==> src/rtl/mwc_clm_pkg.sv <==
`timescale 1ns / 1ps
`default_nettype none

package mwc_clm_pkg;

  localparam int unsigned MaxLagBytes = 16;
  localparam int unsigned DigitW      = 8;
  localparam int unsigned StateW      = MaxLagBytes * DigitW;
  localparam int unsigned CarryW      = 16;
  localparam int unsigned CountW      = 64;
  localparam int unsigned InStateW    = 64;
  localparam int unsigned LagW        = 5;
  localparam int unsigned ByteIdxW    = $clog2(MaxLagBytes);
  localparam int unsigned ProdW       = DigitW + CarryW;

  // configuration register indexes
  localparam logic [1:0] CFG_MULTIPLIER = 2'd0;
  localparam logic [1:0] CFG_LAG_BYTES  = 2'd1;
  localparam logic [1:0] CFG_STEP_LIMIT = 2'd2;

  typedef enum logic [1:0] {
    OUTCOME_CLOSED    = 2'd0,
    OUTCOME_BOUND     = 2'd1,
    OUTCOME_NOT_CANON = 2'd2
  } outcome_e;

endpackage

`default_nettype wire

==> src/rtl/mwc_cycle_length_meter_unit.sv <==
`timescale 1ns / 1ps
`default_nettype none

// Cycle length meter for a multiply-with-carry generator with an 8*lag_bytes bit
// state and a 16-bit carry. Each input transaction (start state, start carry)
// runs one search and yields one result transaction: the step count when the
// cycle closes (outcome 0), the step limit when it is reached first (outcome 1),
// or zero when the pair drops below the start pair (outcome 2). The state is
// processed one byte per cycle through a single 8x16 multiply-add (lag_bytes
// clamped to 1..16); the last byte of a step waits while a stalled result holds
// the output register. The input side stalls while a search runs; a finished
// result waits in the output register while the next transaction is taken.
// Configuration must be written only while idle; the block does not enforce it.
module mwc_cycle_length_meter_unit
  import mwc_clm_pkg::*;
(
  input  wire logic                clk_i,
  input  wire logic                rst_ni,
  input  wire logic                cfg_we_i,
  input  wire logic [1:0]          cfg_idx_i,
  input  wire logic [CountW-1:0]   cfg_data_i,
  input  wire logic                in_valid_i,
  output logic                     in_stall_o,
  input  wire logic [InStateW-1:0] start_state_i,
  input  wire logic [CarryW-1:0]   start_carry_i,
  output logic                     out_valid_o,
  input  wire logic                out_stall_i,
  output logic [CountW-1:0]        cycle_length_o,
  output logic [1:0]               outcome_o
);

  typedef enum logic {
    ST_IDLE,
    ST_RUN
  } state_e;

  state_e              state_q, state_d;
  logic [CarryW-1:0]   multiplier_q;
  logic [LagW-1:0]     lag_bytes_q;
  logic [CountW-1:0]   step_limit_q;

  logic [StateW-1:0]   x_q, x_d;
  logic [StateW-1:0]   s_q, s_d;
  logic [CarryW-1:0]   carry_q, carry_d;
  logic [CarryW-1:0]   c0_q, c0_d;
  logic [ByteIdxW-1:0] k_q, k_d;
  logic                lt_q, lt_d;
  logic                ne_q, ne_d;
  logic [CountW-1:0]   p_q, p_d;
  logic                out_valid_q, out_valid_d;
  logic [CountW-1:0]   len_q, len_d;
  outcome_e            outcome_q, outcome_d;

  logic [LagW-1:0]     lag_eff;
  logic [ByteIdxW-1:0] last_idx;
  logic [StateW-1:0]   x_load;
  logic [ProdW-1:0]    prod;
  logic [DigitW-1:0]   nb, sb;
  logic [CarryW-1:0]   c_new;
  logic [CountW-1:0]   p_inc;
  logic                last, out_free, byte_ne, lt_f, ne_f, pair_lt, pair_eq, at_limit;

  always_comb begin
    if (lag_bytes_q == '0) begin
      lag_eff = LagW'(1);
    end else if (lag_bytes_q > LagW'(MaxLagBytes)) begin
      lag_eff = LagW'(MaxLagBytes);
    end else begin
      lag_eff = lag_bytes_q;
    end
  end

  assign last_idx = ByteIdxW'(lag_eff - LagW'(1));

  // mask the start state to the active bytes
  always_comb begin
    logic [StateW-1:0] wide;
    wide = StateW'(start_state_i);
    for (int i = 0; i < MaxLagBytes; i++) begin
      x_load[i*DigitW +: DigitW] = (LagW'(i) < lag_eff) ? wide[i*DigitW +: DigitW]
                                                          : '0;
    end
  end

  // one byte of state times the multiplier plus the running carry
  assign prod    = ProdW'(x_q[DigitW-1:0]) * ProdW'(multiplier_q) + ProdW'(carry_q);
  assign nb      = prod[DigitW-1:0];
  assign sb      = s_q[DigitW-1:0];
  assign c_new   = prod[ProdW-1:DigitW];
  assign byte_ne = (nb != sb);
  assign lt_f    = byte_ne ? (nb < sb) : lt_q;
  assign ne_f    = byte_ne | ne_q;
  assign pair_lt = (c_new != c0_q) ? (c_new < c0_q) : lt_f;
  assign pair_eq = (c_new == c0_q) && !ne_f;
  assign p_inc   = p_q + CountW'(1);
  assign at_limit = (p_inc == step_limit_q) || (step_limit_q == '0);
  assign last    = (k_q == last_idx);
  assign out_free = !out_valid_q || !out_stall_i;

  always_comb begin
    state_d     = state_q;
    x_d         = x_q;
    s_d         = s_q;
    carry_d     = carry_q;
    c0_d        = c0_q;
    k_d         = k_q;
    lt_d        = lt_q;
    ne_d        = ne_q;
    p_d         = p_q;
    out_valid_d = out_valid_q;
    len_d       = len_q;
    outcome_d   = outcome_q;

    if (out_valid_q && !out_stall_i) begin
      out_valid_d = 1'b0;
    end

    case (state_q)
      ST_IDLE: begin
        if (in_valid_i) begin
          x_d     = x_load;
          s_d     = x_load;
          carry_d = start_carry_i;
          c0_d    = start_carry_i;
          k_d     = '0;
          lt_d    = 1'b0;
          ne_d    = 1'b0;
          p_d     = '0;
          state_d = ST_RUN;
        end
      end
      ST_RUN: begin
        if (!last || out_free) begin
          x_d = x_q >> DigitW;
          x_d[{last_idx, 3'b000} +: DigitW] = nb;
          s_d = s_q >> DigitW;
          s_d[{last_idx, 3'b000} +: DigitW] = sb;
          carry_d = c_new;
          lt_d    = lt_f;
          ne_d    = ne_f;
          k_d     = k_q + ByteIdxW'(1);
          if (last) begin
            k_d  = '0;
            lt_d = 1'b0;
            ne_d = 1'b0;
            p_d  = p_inc;
            if (at_limit) begin
              out_valid_d = 1'b1;
              len_d       = step_limit_q;
              outcome_d   = OUTCOME_BOUND;
              state_d     = ST_IDLE;
            end else if (pair_lt) begin
              out_valid_d = 1'b1;
              len_d       = '0;
              outcome_d   = OUTCOME_NOT_CANON;
              state_d     = ST_IDLE;
            end else if (pair_eq) begin
              out_valid_d = 1'b1;
              len_d       = p_inc;
              outcome_d   = OUTCOME_CLOSED;
              state_d     = ST_IDLE;
            end
          end
        end
      end
      default: begin
        state_d = ST_IDLE;
      end
    endcase
  end

  always_ff @(posedge clk_i or negedge rst_ni) begin
    if (!rst_ni) begin
      state_q     <= ST_IDLE;
      out_valid_q <= 1'b0;
      k_q         <= '0;
      lt_q        <= 1'b0;
      ne_q        <= 1'b0;
    end else begin
      state_q     <= state_d;
      out_valid_q <= out_valid_d;
      k_q         <= k_d;
      lt_q        <= lt_d;
      ne_q        <= ne_d;
    end
  end

  always_ff @(posedge clk_i) begin
    x_q       <= x_d;
    s_q       <= s_d;
    carry_q   <= carry_d;
    c0_q      <= c0_d;
    p_q       <= p_d;
    len_q     <= len_d;
    outcome_q <= outcome_d;
  end

  always_ff @(posedge clk_i or negedge rst_ni) begin
    if (!rst_ni) begin
      multiplier_q <= CarryW'(1);
      lag_bytes_q  <= LagW'(1);
      step_limit_q <= '1;
    end else if (cfg_we_i) begin
      case (cfg_idx_i)
        CFG_MULTIPLIER: multiplier_q <= cfg_data_i[CarryW-1:0];
        CFG_LAG_BYTES:  lag_bytes_q  <= cfg_data_i[LagW-1:0];
        CFG_STEP_LIMIT: step_limit_q <= cfg_data_i;
        default: begin
        end
      endcase
    end
  end

  assign in_stall_o     = (state_q != ST_IDLE);
  assign out_valid_o    = out_valid_q;
  assign cycle_length_o = len_q;
  assign outcome_o      = outcome_q;

endmodule

`default_nettype wire

==> config.mk <==
export PLATFORM = sky130hd
export DESIGN_NAME = mwc_cycle_length_meter_unit
export DESIGN_NICKNAME = d
export VERILOG_FILES = /design/src/rtl/mwc_clm_pkg.sv /design/src/rtl/mwc_cycle_length_meter_unit.sv
export SDC_FILE = /design/constraint.sdc
export NUM_CORES = 1
export LEC_CHECK = 0
export BUFFER_PORTS_ARGS = -buffer_cell sky130_fd_sc_hd__buf_2
export CORE_UTILIZATION = 63
export CTS_BUF_LIST = sky130_fd_sc_hd__clkbuf_2 sky130_fd_sc_hd__clkbuf_4 sky130_fd_sc_hd__clkbuf_8
export DETAILED_ROUTE_END_ITERATION = 8
export PLACE_DENSITY_LB_ADDON = 0.2
export SLEW_MARGIN = 30
export SYNTH_ARGS = -nofsm -noshare
export SYNTH_HDL_FRONTEND = slang
export SYNTH_SLANG_ARGS = --single-unit
==> constraint.sdc <==
create_clock -name clk_i -period 13.4 [get_ports clk_i]
set_clock_uncertainty 0.2 [all_clocks]
set_input_delay 1.34 -clock clk_i [delete_from_list [all_inputs] [get_ports clk_i]]
set_output_delay 1.34 -clock clk_i [all_outputs]
set_load 0.005 [all_outputs]
==> metrics.txt <==
post-cts resize count=0; yosys warns=0; Yosys reg bits=511; H-tree lvl count=3; cts hold-fix bufs=0; Fin. Hold Viols=0; WS Path Type=flip-flop to flip-flop; mapped cell area=0.0313 mm2; Root Buffer=clkbuf_8; DPL Wire Length=68200 um; top post-synthesis cells by area=edfxtp_1, fa_1, dfstp_2, nand2_1, mux2_2; ys async rst share=18.2%; post-CTS setup buffers=0; drt drc=0; Crit Path Max Fanout=between 60 and 70; pre-CTS setup slack=4.37 ns; startpoint types=flip-flop; slowest stage delay, CP=approximately 0.64 ns; Final nets=between 3000 and 4000; Global Route Usage Sum=38.0%; post-layout min period=8.99 ns; first-pass GRT wire length=143000 um; final worst slack=4.41 ns; non-filler instance count after layout=3825; GPL Wtd Cong=1.00; starting density of the core=63.9%; setup TNS=0 ns; Max Cap Viol=0; Iter 0 DRT Violations=between 2000 and 3000; Via density=6.32; number of flops mapped to enable cells by yosys=418; Worst path slowest cell=edfxtp_1; Hold Crit Class=flip-flop to flip-flop; total grt overflow=0; outcome=finished, final reports clean; vias in the first global route=23800; final instance area=between 0.03 and 0.04 mm2; most used cell along the critical path=fa_1; clk buf depth=3; post-synth top area share=approximately two fifths; routed length per placed instance=about 25 um; num rows=~80; final slew viol count=0; CTS tree=yes; initial antenna violation count=0; cell count after synthesis=2928; RSZ-0062 raised after global routing=false; CTS Sinks=511; Worst Path Required=13.50 ns; fmax=about 110 MHz; Setup-failing EPs final=0; antenna-violating nets left=0; most common cell in the netlist=edfxtp_1; area leader, netlist=edfxtp_1; Primary FF master, synth=edfxtp_1; largest net degree at the start of global routing=170; Core ar.=0.0491 mm2; latest clock arrival within the worst-skew pair=0.72 ns; Post-Syn Nets=3254; syn avg cell area=10.7 um2; 1st-pass router iterations=6; top cells by count, synth=edfxtp_1, nand2_1, inv_1; io pins=219; Area Growth Syn to Fin=10.9%; sequential fraction of the synthesis area=between 40% and 50%; number of I/O port buffers=about 220; DP Area=0.0329 mm2; Worst Tran Pin Value=1.03 ns; die area=0.0506 mm2; Critical Path AT=approximately 9.1 ns; WL final=95000 um; Netlist cell types=81; CP endpoint kind=flip-flop; CTS buffer count=between 80 and 90; via count=approximately 24000; Die Y=~230 um; normalized max-slew margin=31.0%; Tcrit/Tclk final=between 60% and 70%; placed cells=3664; layout cells sized above 1=19.4%; Die W=approximately 230 um; clk slew on worst S/H paths=0.06 ns
-- worst paths after layout --
path / startpoint / cells past startpoint / slack, ns / end
max: x_q[0]$_DFFE_PP_ / 29 / 4.41 / cycle_length_o[62]$_DFFE_PP_
min: lt_q$_DFFE_PN0P_ / 2 / 0.30 / lt_q$_DFFE_PN0P_
max reg2reg: x_q[0]$_DFFE_PP_ / 29 / 4.41 / cycle_length_o[62]$_DFFE_PP_
min reg2reg: lt_q$_DFFE_PN0P_ / 2 / 0.30 / lt_q$_DFFE_PN0P_
max in group asynchronous: rst_ni / 2 / 11.38 / in_stall_o$_DFF_PN0_
min in group asynchronous: rst_ni / 1 / 0.71 / step_limit_q[37]$_DFFE_PN1P_
-- registers in the layout, indices dropped and copies added, names as in the netlist --
signal          count
c0_q               16
carry_q            16
cycle_length_o     64
in_stall_o          1
k_q                 4
lag_bytes_q         5
lt_q                1
multiplier_q       16
ne_q                1
out_valid_o         1
outcome_o           2
p_q                64
s_q               128
step_limit_q       64
x_q               128
-- through the flow --
step | hold WS [ns] | util [%]
after floorplan | 0.249 | -
after global placement | 0.269 | 67.0
after detailed placement | 0.275 | 67.0
after CTS | 0.294 | 70.7
after global routing | 0.323 | 70.9
final | 0.298 | 70.9
-- cell type report --
class / instances / area, um2
Fill cell: 3649 / 14300
Antenna cell: 1 / 2.50
Clock buffer: 125 / 1550
Timing Repair Buffer: 245 / 1320
Inverter: 223 / 845
Clock inverter: 34 / 274
Multi-Input combinational cell: 2022 / 15000
Sequential cell: 511 / 15000
Tap cell: 664 / 831
-- cell usage in the layout (no fill, tap or decap), drive strengths merged, types with 17 or more instances in the layout --
| cell type | Yosys | final |
|---|---|---|
| a21oi | 40 | 40 |
| nor4 | 51 | 51 |
| dfstp | 66 | 66 |
| nor2b | 85 | 85 |
| buf | 22 | 245 |
| dfrtp | 27 | 27 |
| a22o | 115 | 115 |
| clkinv | 0 | 26 |
| o21ai | 197 | 197 |
| and2 | 206 | 206 |
| xnor2 | 85 | 85 |
| nor3 | 32 | 32 |
| and3 | 17 | 17 |
| nand3 | 62 | 62 |
| o2bb2ai | 29 | 29 |
| nand2 | 395 | 395 |
| edfxtp | 418 | 418 |
| xor2 | 51 | 51 |
| fa | 100 | 100 |
| mux2 | 123 | 123 |
| mux2i | 70 | 70 |
| nand4 | 41 | 41 |
| ha | 75 | 75 |
| inv | 223 | 228 |
| nor2 | 72 | 72 |
| clkbuf | 150 | 125 |
-- logic make-up after synthesis --
kind of cell	share of synthesized area (%)
AND/OR/NAND/NOR	16.7
flip-flops	47.7
AO/OA/AOI/OAI	10.6
buffers and inverters	4.90
multiplexers	6.66
adder cells (fa/ha/maj)	9.42
XOR/XNOR	3.97
-- worst max-delay path, delay by kind of cell, from the launching register on --
family / cells / cell delay (ns)
and+or+nand+nor: 8 / 1.68
DFF: 1 / 0.64
adders and majority gates: 6 / 2.72
xor gates and xnor gates: 1 / 0.16
AOI/OAI and AO/OA: 10 / 2.46
buffers and inverters: 4 / 0.58
-- routing by layer --
layer	track usage [%]	part of all wire (%)	vias to the layer above	routed length, um
li1	-	-	10700	-
met1	48.1	38	11900	36000
met2	61.5	48	1307	45400
met3	7.00	8.3	320	7850
met4	21.5	6.1	0	5770
met5	0	0	-	0
Power is left out: the tool's default activity adds up to more than one toggle a clock period on the data nets, which glitch-free logic cannot reach.
